**src/rtl/priority_bucket_queue_core_macros.svh**
```systemverilog
// Assertion macros for the bucketed priority queue.
// Used by the top level; no other dependencies.
`ifndef PRIORITY_BUCKET_QUEUE_CORE_MACROS_SVH
`define PRIORITY_BUCKET_QUEUE_CORE_MACROS_SVH
`ifndef SYNTHESIS
// a holds at this edge implies b holds at the same edge
`define PBQ_ASSERT_IMP(label, clk, rst_n, a, b) \
	label: assert property (@(posedge clk) disable iff (!rst_n) (a) |-> (b)) \
	else $error("assertion failed");
// a holds at this edge implies b holds at the next edge
`define PBQ_ASSERT_NXT(label, clk, rst_n, a, b) \
	label: assert property (@(posedge clk) disable iff (!rst_n) (a) |=> (b)) \
	else $error("assertion failed");
`else
`define PBQ_ASSERT_IMP(label, clk, rst_n, a, b)
`define PBQ_ASSERT_NXT(label, clk, rst_n, a, b)
`endif
`endif

```
**src/rtl/pbq_pkg.sv**
```systemverilog
// Shared types, sizes and codes for the bucketed priority queue.
// No dependencies.
package pbq_pkg;
	localparam int MAX_LEVELS       = 16;
	localparam int ORDERS_PER_LEVEL = 16;
	localparam int LVL_W  = $clog2(MAX_LEVELS);
	localparam int NUM_W  = $clog2(MAX_LEVELS + 1);
	localparam int ORD_W  = (ORDERS_PER_LEVEL > 1) ? $clog2(ORDERS_PER_LEVEL) : 1;
	localparam int OCNT_W = $clog2(ORDERS_PER_LEVEL + 1);

	localparam logic [1:0] OP_ENQ    = 2'd0;
	localparam logic [1:0] OP_REMOVE = 2'd1;
	localparam logic [1:0] OP_LK_T   = 2'd2;
	localparam logic [1:0] OP_LK_TO  = 2'd3;

	localparam logic [1:0] ST_OK       = 2'd0;
	localparam logic [1:0] ST_FULL     = 2'd1;
	localparam logic [1:0] ST_NOTFOUND = 2'd2;

	typedef struct packed {
		logic [1:0]  operation;
		logic [15:0] task_id;
		logic [15:0] order_id;
		logic [7:0]  priority_level;
	} pbq_in_t;

	typedef struct packed {
		logic [1:0]  status;
		logic        hit;
		logic        queue_empty;
		logic [15:0] front_task;
		logic [15:0] front_order;
		logic [7:0]  front_priority;
	} pbq_out_t;

	typedef struct packed {
		logic capture;
		logic idx_inc;
		logic k_clr;
		logic k_inc;
		logic rd_ord;
		logic rd_next;
		logic wr_shift;
		logic exec_enq;
		logic exec_dec;
		logic set_nf;
		logic set_hit;
		logic rd_front;
		logic load_out;
	} pbq_cmd_t;

	typedef struct packed {
		logic [1:0] op;
		logic       scan_stop;
		logic       found;
		logic       k_end;
		logic       ord_match;
		logic       shift_end;
		logic       out_free;
	} pbq_stat_t;
endpackage

```
**src/rtl/pbq_ctrl.sv**
```systemverilog
// Sequencer for the bucketed priority queue.
// Depends on pbq_pkg.
module pbq_ctrl (
	input  logic              clk,
	input  logic              arst_n,
	input  logic              in_valid,
	output logic              in_ready,
	input  pbq_pkg::pbq_stat_t stat,
	output pbq_pkg::pbq_cmd_t  cmd
);
	import pbq_pkg::*;

	typedef enum logic [7:0] {
		S_IDLE  = 8'b0000_0001,
		S_SCAN  = 8'b0000_0010,
		S_O_RD  = 8'b0000_0100,
		S_O_CMP = 8'b0000_1000,
		S_SH_RD = 8'b0001_0000,
		S_SH_WR = 8'b0010_0000,
		S_FR_RD = 8'b0100_0000,
		S_FR_WT = 8'b1000_0000
	} state_t;

	state_t state_q, state_d;

	assign in_ready = (state_q == S_IDLE);

	always_comb begin
		state_d = state_q;
		cmd     = '0;
		case (state_q)
			S_IDLE: begin
				if (in_valid) begin
					cmd.capture = 1'b1;
					state_d     = S_SCAN;
				end
			end
			S_SCAN: begin
				if (!stat.scan_stop) begin
					cmd.idx_inc = 1'b1;
				end else begin
					case (stat.op)
						OP_ENQ: begin
							cmd.exec_enq = 1'b1;
							state_d      = S_FR_RD;
						end
						OP_REMOVE: begin
							if (stat.found) begin
								cmd.k_clr = 1'b1;
								state_d   = S_O_RD;
							end else begin
								cmd.set_nf = 1'b1;
								state_d    = S_FR_RD;
							end
						end
						OP_LK_T: begin
							cmd.set_hit = stat.found;
							state_d     = S_FR_RD;
						end
						default: begin
							cmd.k_clr = stat.found;
							state_d   = stat.found ? S_O_RD : S_FR_RD;
						end
					endcase
				end
			end
			S_O_RD: begin
				if (stat.k_end) begin
					cmd.set_nf = (stat.op == OP_REMOVE);
					state_d    = S_FR_RD;
				end else begin
					cmd.rd_ord = 1'b1;
					state_d    = S_O_CMP;
				end
			end
			S_O_CMP: begin
				if (stat.ord_match) begin
					if (stat.op == OP_REMOVE) begin
						state_d = S_SH_RD;
					end else begin
						cmd.set_hit = 1'b1;
						state_d     = S_FR_RD;
					end
				end else begin
					cmd.k_inc = 1'b1;
					state_d   = S_O_RD;
				end
			end
			S_SH_RD: begin
				if (stat.shift_end) begin
					cmd.exec_dec = 1'b1;
					state_d      = S_FR_RD;
				end else begin
					cmd.rd_next = 1'b1;
					state_d     = S_SH_WR;
				end
			end
			S_SH_WR: begin
				cmd.wr_shift = 1'b1;
				cmd.k_inc    = 1'b1;
				state_d      = S_SH_RD;
			end
			S_FR_RD: begin
				cmd.rd_front = 1'b1;
				state_d      = S_FR_WT;
			end
			S_FR_WT: begin
				if (stat.out_free) begin
					cmd.load_out = 1'b1;
					state_d      = S_IDLE;
				end
			end
			default: begin
				state_d = S_IDLE;
			end
		endcase
	end

	always_ff @(posedge clk or negedge arst_n) begin
		if (!arst_n) begin
			state_q <= S_IDLE;
		end else begin
			state_q <= state_d;
		end
	end
endmodule

```
**config.mk**
```make
export PLATFORM = sky130hd
export DESIGN_NAME = pbq_ctrl
export DESIGN_NICKNAME = d
export VERILOG_FILES = /design/src/rtl/priority_bucket_queue_core_macros.svh /design/src/rtl/pbq_pkg.sv /design/src/rtl/pbq_ctrl.sv
export SDC_FILE = /design/constraint.sdc
export NUM_CORES = 1
export LEC_CHECK = 0
export BUFFER_PORTS_ARGS = -buffer_cell sky130_fd_sc_hd__buf_2
export CAP_MARGIN = 30
export CORE_MARGIN = 1
export CORE_UTILIZATION = 27
export CTS_CLUSTER_DIAMETER = 100
export DETAILED_ROUTE_END_ITERATION = 16
export PLACE_DENSITY = 0.51
export SETUP_SLACK_MARGIN = 0.3
export SYNTH_ARGS = -nofsm -noshare
export SYNTH_HDL_FRONTEND = slang
export SYNTH_SLANG_ARGS = --single-unit
```
**constraint.sdc**
```tcl
create_clock -name clk -period 2.95 [get_ports clk]
set_input_delay 0 -clock clk [delete_from_list [all_inputs] [get_ports clk]]
set_output_delay 0 -clock clk [all_outputs]
set_load 0.005 [all_outputs]
```
Word level (Yosys, flattened, before mapping). Cells that the tools add are included.

Register bits after elaboration: 8. Input bits: 11. Logic and storage cells: 58.

Eq/ne operators: 13. Mux-type cells: 41. Reductions and logical operators: 3.

Operator list (count): one-hot mux 8 bit (8 select lines) (1); two-way mux 8 bit (5); two-way mux 7 bit (4); two-way mux 1 bit (25); == test 8 x 1 -> 1 bit, second input constant (1); == test 8 x 2 -> 1 bit, second input constant (1); == test 8 x 3 -> 1 bit, second input constant (1); == test 8 x 4 -> 1 bit, second input constant (1); == test 8 x 5 -> 1 bit, second input constant (1); == test 8 x 6 -> 1 bit, second input constant (1); == test 8 x 7 -> 1 bit, second input constant (1); == test 8 bit, second input constant (1); one-hot mux 1 bit (2 select lines) (4); inequality test 2 bit, second input constant (3); two-way mux 2 bit (2); AND reduction 3 bit (1); == test 2 x 1 -> 1 bit, second input constant (1); == test 2 bit, second input constant (1); logical NOT 2 bit (1); OR reduction 2 bit (1).

Depth between registers and ports, before layout.
Depth after elaboration: 5. Gate-level depth with buffers: 6. Gate-level depth less buffers: 5.

Worst setup path after synthesis. Ideal clock, no wire load.

Path type: register -> register. Start: register state_q[1]. End: register state_q[6]. Library setup time: 81 ps. Data arrival time: 2057 ps. Required time: 2869 ps. Path slack: 813 ps. Stages on the path, launching flop included: 6. Buffers on the path: 0. Path through: dfrtp_1 > or4_4 > or4_4 > or3b_1 > and3_1 > nor3_2.

Word-level cells in the longest chain between the ends: 3. Elaborated cells on any way between the ends: 13. Classes of those cells: 11 x eq/ne; 1 x mux; 1 x reduce/logical.

Ends and longest elaborated chain: from (decl) (line pbq_ctrl.sv:24) `state_t state_q, state_d;`; from (signal assigned) (line pbq_ctrl.sv:123) `state_q <= state_d;`; == test 8 x 2 -> 1 bit (tied with other cells) (line pbq_ctrl.sv:31) `case (state_q)`; inequality test 2 bit (no line); AND reduction 3 bit (no line).

Several ways; a longest one is shown, not always the timed one. A chain may end at the register's enable or synchronous reset.

==> results.ini <==
[status]
status=finished, final reports clean

[logic_synthesis]
yosys_warnings=0
post_synth_main_area_contributors=dfrtp_1 28%, nor3_1 5.7%, nor2_1 5.5%
synth_nets=88
syn_inst=77
ys_seq_area_frac=0.3253
synth.ff_latch_count=8
yosys.cell_types.count=35
synthDominantAreaCellType=dfrtp_1
syn-cell-area_um2=619.3
netlist.area_leader.share=0.2828
postSynthAreaPerCell_um2=8.043

[cts]
cts_repair_resize_count=0
depth_of_the_cts_h_tree=1
clock_root_buffer=clkbuf_4
clkSlewWorstSetupHoldPaths_ns=0.07
worstSkewPairLatency_ns=0.27
clk_path_buf_depth=2
clock_sink_count=8
cts_tree=yes
cts_setup_buffers=0
cts-buffers-inserted=3

[routing]
drt_iter0_drc=13
routed_via_density=5.096
drt_pass1_iterations=5
num_vias=688
drc=0
detail_routed_net_length_per_standard_cell_um=12.68
routed_wl_um=1712
drtAntennaViolNets=0

[die]
chipHeight_um=49.90
die-width_um=49.90
design.core.area_um2=2062
num_rows=16
die_area_um2=2490
floorplan.initialDensity=0.3004
i_o_pins=25

[min_path]
worst_hold_path.num_cells=4
worst_hold_path_type=in -> reg
worst_hold_startpoint=stat[0]
holdPathEnd=state_q[7]

[pwr]
p_sw_uw=212.4
power.ir.vdd_worst_v=0.0003855
sequentialPowerShare=0.312
clock_power_share=0.194
power.internal_uw=309.9
combPwrFrac=0.494
power_per_cell_area_nw_per_um2=624.9
leakagePower_nw=0.4254
sw_frac_of_total=0.4067

[cells_and_area]
multiInputGateArea_um2=395.4
synthToLayoutAreaGrowth_pct=34.95
largest_register_ffs=8
filler_cell_count=219
instances_no_fill=135
num_antenna_cells=0
top_register=state_q
largest_registers=state_q x8
fin_nets=120
layout.area.seq_um2=201.4
drive_above_1_share=0.3056

[placed_design]
post-place-cells=127
detailed_placement_wirelength_estimate_um=1318
portBuffers=24
gp_congestion=0.8140

[global_route]
antenna_found_initial=0
global_route.usage.total=0.1483
grt_pass1_wl_um=2725
grt_overflow=0
vias_in_the_first_global_route=589
grt_start_max_net_pins=11

[timing]
finalHoldViolations=0
post_route_setup_tns_ns=0
timing.fmax_ghz=0.4182
rsz0062_at_grt=no
worst_clock_skew_ns=0.01223
period_needed_ns=2.391
timing_worst_slew_pin_value_ns=0.5197
finalSetupViolations=0
slew_viol_final=0
period_share=0.8106
maxSlewHeadroom=0.6504

[critical_path]
path_max_fanout=7
timing_worst_setup_path_type=reg -> out
required_arrival_time_at_the_worst_endpoint_ns=2.95
crit_start_category=flop
r2r_start=state_q[1]
reg2reg_setup_slack_ns=0.72
endpoint_of_the_worst_slack_reg_to_reg_timing_path=state_q[6]
critical_path.endpoint_type=primary output
critical_path_at_ns=2.39
worst-r2r-cell-count=5

[run]
max-cap-violations=0

stage by stage:
stage | util | setup slack (ns) | power, mW | instance area, um^2 | hold WS [ns]
after detailed placement | 0.3732 | 0.7361 | 0.4193 | 769.5 | -0.1342
final | 0.4053 | 0.5588 | 0.5223 | 835.8 | 0.06147
after floorplan | - | 0.8127 | 0.3396 | 619.3 | -0.2956
after global placement | 0.3732 | 0.7633 | 0.4196 | 769.5 | -0.1435
after global routing | 0.4053 | 0.4688 | 0.5651 | 835.8 | 0.09523
after CTS | 0.4053 | 0.5625 | 0.5291 | 835.8 | 0.05216
cells in the mapped netlist:
cell type  count
nor2b_1        2
or2_2          1
nor2_1         9
nand3_1        2
buf_4          1
xor2_1         1
o31ai_1        2
and4_1         1
clkbuf_1       1
nor3_2         1
o21ai_0        2
nand2b_1       4
nor3_1         7
nand4b_1       1
o32a_1         1
and2b_1        1
o22ai_1        1
nand2_1        4
a221oi_1       1
nor4_1         3
and2_1         1
nor4b_1        2
inv_1          3
dfrtp_1        7
a211oi_1       1
or3b_1         1
or4_4          2
o21a_1         2
or3_1          1
a21o_1         1
nand4_1        1
or2b_1         1
a21oi_1        3
dfstp_2        1
and3_1         4
metal layers:
metal | vias up | wire, um | GRT usage
met3 | 4 | 77 | 0.04630
met1 | 319 | 838 | 0.2007
met5 | - | 0 | 0
li1 | 348 | - | -
met4 | 0 | 18 | 0.04286
met2 | 17 | 777 | 0.2230
how the worst max path moves through the flow:
stage               depth (start not counted)       start          to
finish                                      5  state_q[1]      cmd[2]
global route                                5  state_q[4]      cmd[2]
CTS                                         5  state_q[1]      cmd[2]
detailed placement                          5  state_q[1]  state_q[6]
global placement                            5  state_q[1]  state_q[6]
floorplan                                   5  state_q[1]  state_q[6]
what timing repair did:
action	CTS	global route
hold buffers	4	0
setup endpoints to repair	0	0
endpoints found under the hold margin	11	0
power groups by stage:
| stage | registers, mW | logic, mW | clock network [mW] |
|---|---|---|---|
| after floorplan | 0.153 | 0.186 | 0 |
| after global placement | 0.162 | 0.258 | 0 |
| after detailed placement | 0.163 | 0.256 | 0 |
| after CTS | 0.162 | 0.262 | 0.106 |
| after global routing | 0.166 | 0.291 | 0.108 |
| final | 0.163 | 0.258 | 0.101 |
final cells by class:
class | instances | share of cell area
multi-input combinational | 64 | 0.4731
sequential | 8 | 0.2410
timing repair buffer | 29 | 0.2006
tap | 27 | 0.04042
clock buffer | 4 | 0.03144
inverter | 3 | 0.01347
layout by cell type, fill, tap and decap left out, drive strengths merged:
cell type | Yosys | routed
buf | 1 | 25
nor2 | 9 | 9
nor3 | 8 | 8
dfrtp | 7 | 7
and3 | 4 | 4
nand2b | 4 | 4
nand2 | 4 | 4
dlygate4sd3 | 0 | 4
clkbuf | 1 | 4
nor4 | 3 | 3
inv | 3 | 3
a21oi | 3 | 3
nand3 | 2 | 2
or4 | 2 | 2
nor4b | 2 | 2
nor2b | 2 | 2
o21a | 2 | 2
o31ai | 2 | 2
o21ai | 2 | 2
nand4b | 1 | 1
and2 | 1 | 1
and4 | 1 | 1
and2b | 1 | 1
nand4 | 1 | 1
or3b | 1 | 1
or3 | 1 | 1
or2 | 1 | 1
or2b | 1 | 1
xor2 | 1 | 1
a221oi | 1 | 1
a211oi | 1 | 1
a21o | 1 | 1
o22ai | 1 | 1
o32a | 1 | 1
dfstp | 1 | 1
cell families after synthesis:
kind of cell           after synthesis  synth area share
flip-flops                           8            0.3253
AND/OR/NAND/NOR                     49            0.4707
AO/OA/AOI/OAI                       14            0.1535
buffers and inverters                5           0.03636
XOR/XNOR                             1           0.01414
worst max-delay path: stages (launching register included):
cell     delay (ns)
dfrtp_1        0.44
or4_4          0.55
or4_4          0.52
or3b_1         0.38
o31ai_1        0.08
buf_2          0.16
Note: power is estimated with default switching activity, not from simulation.
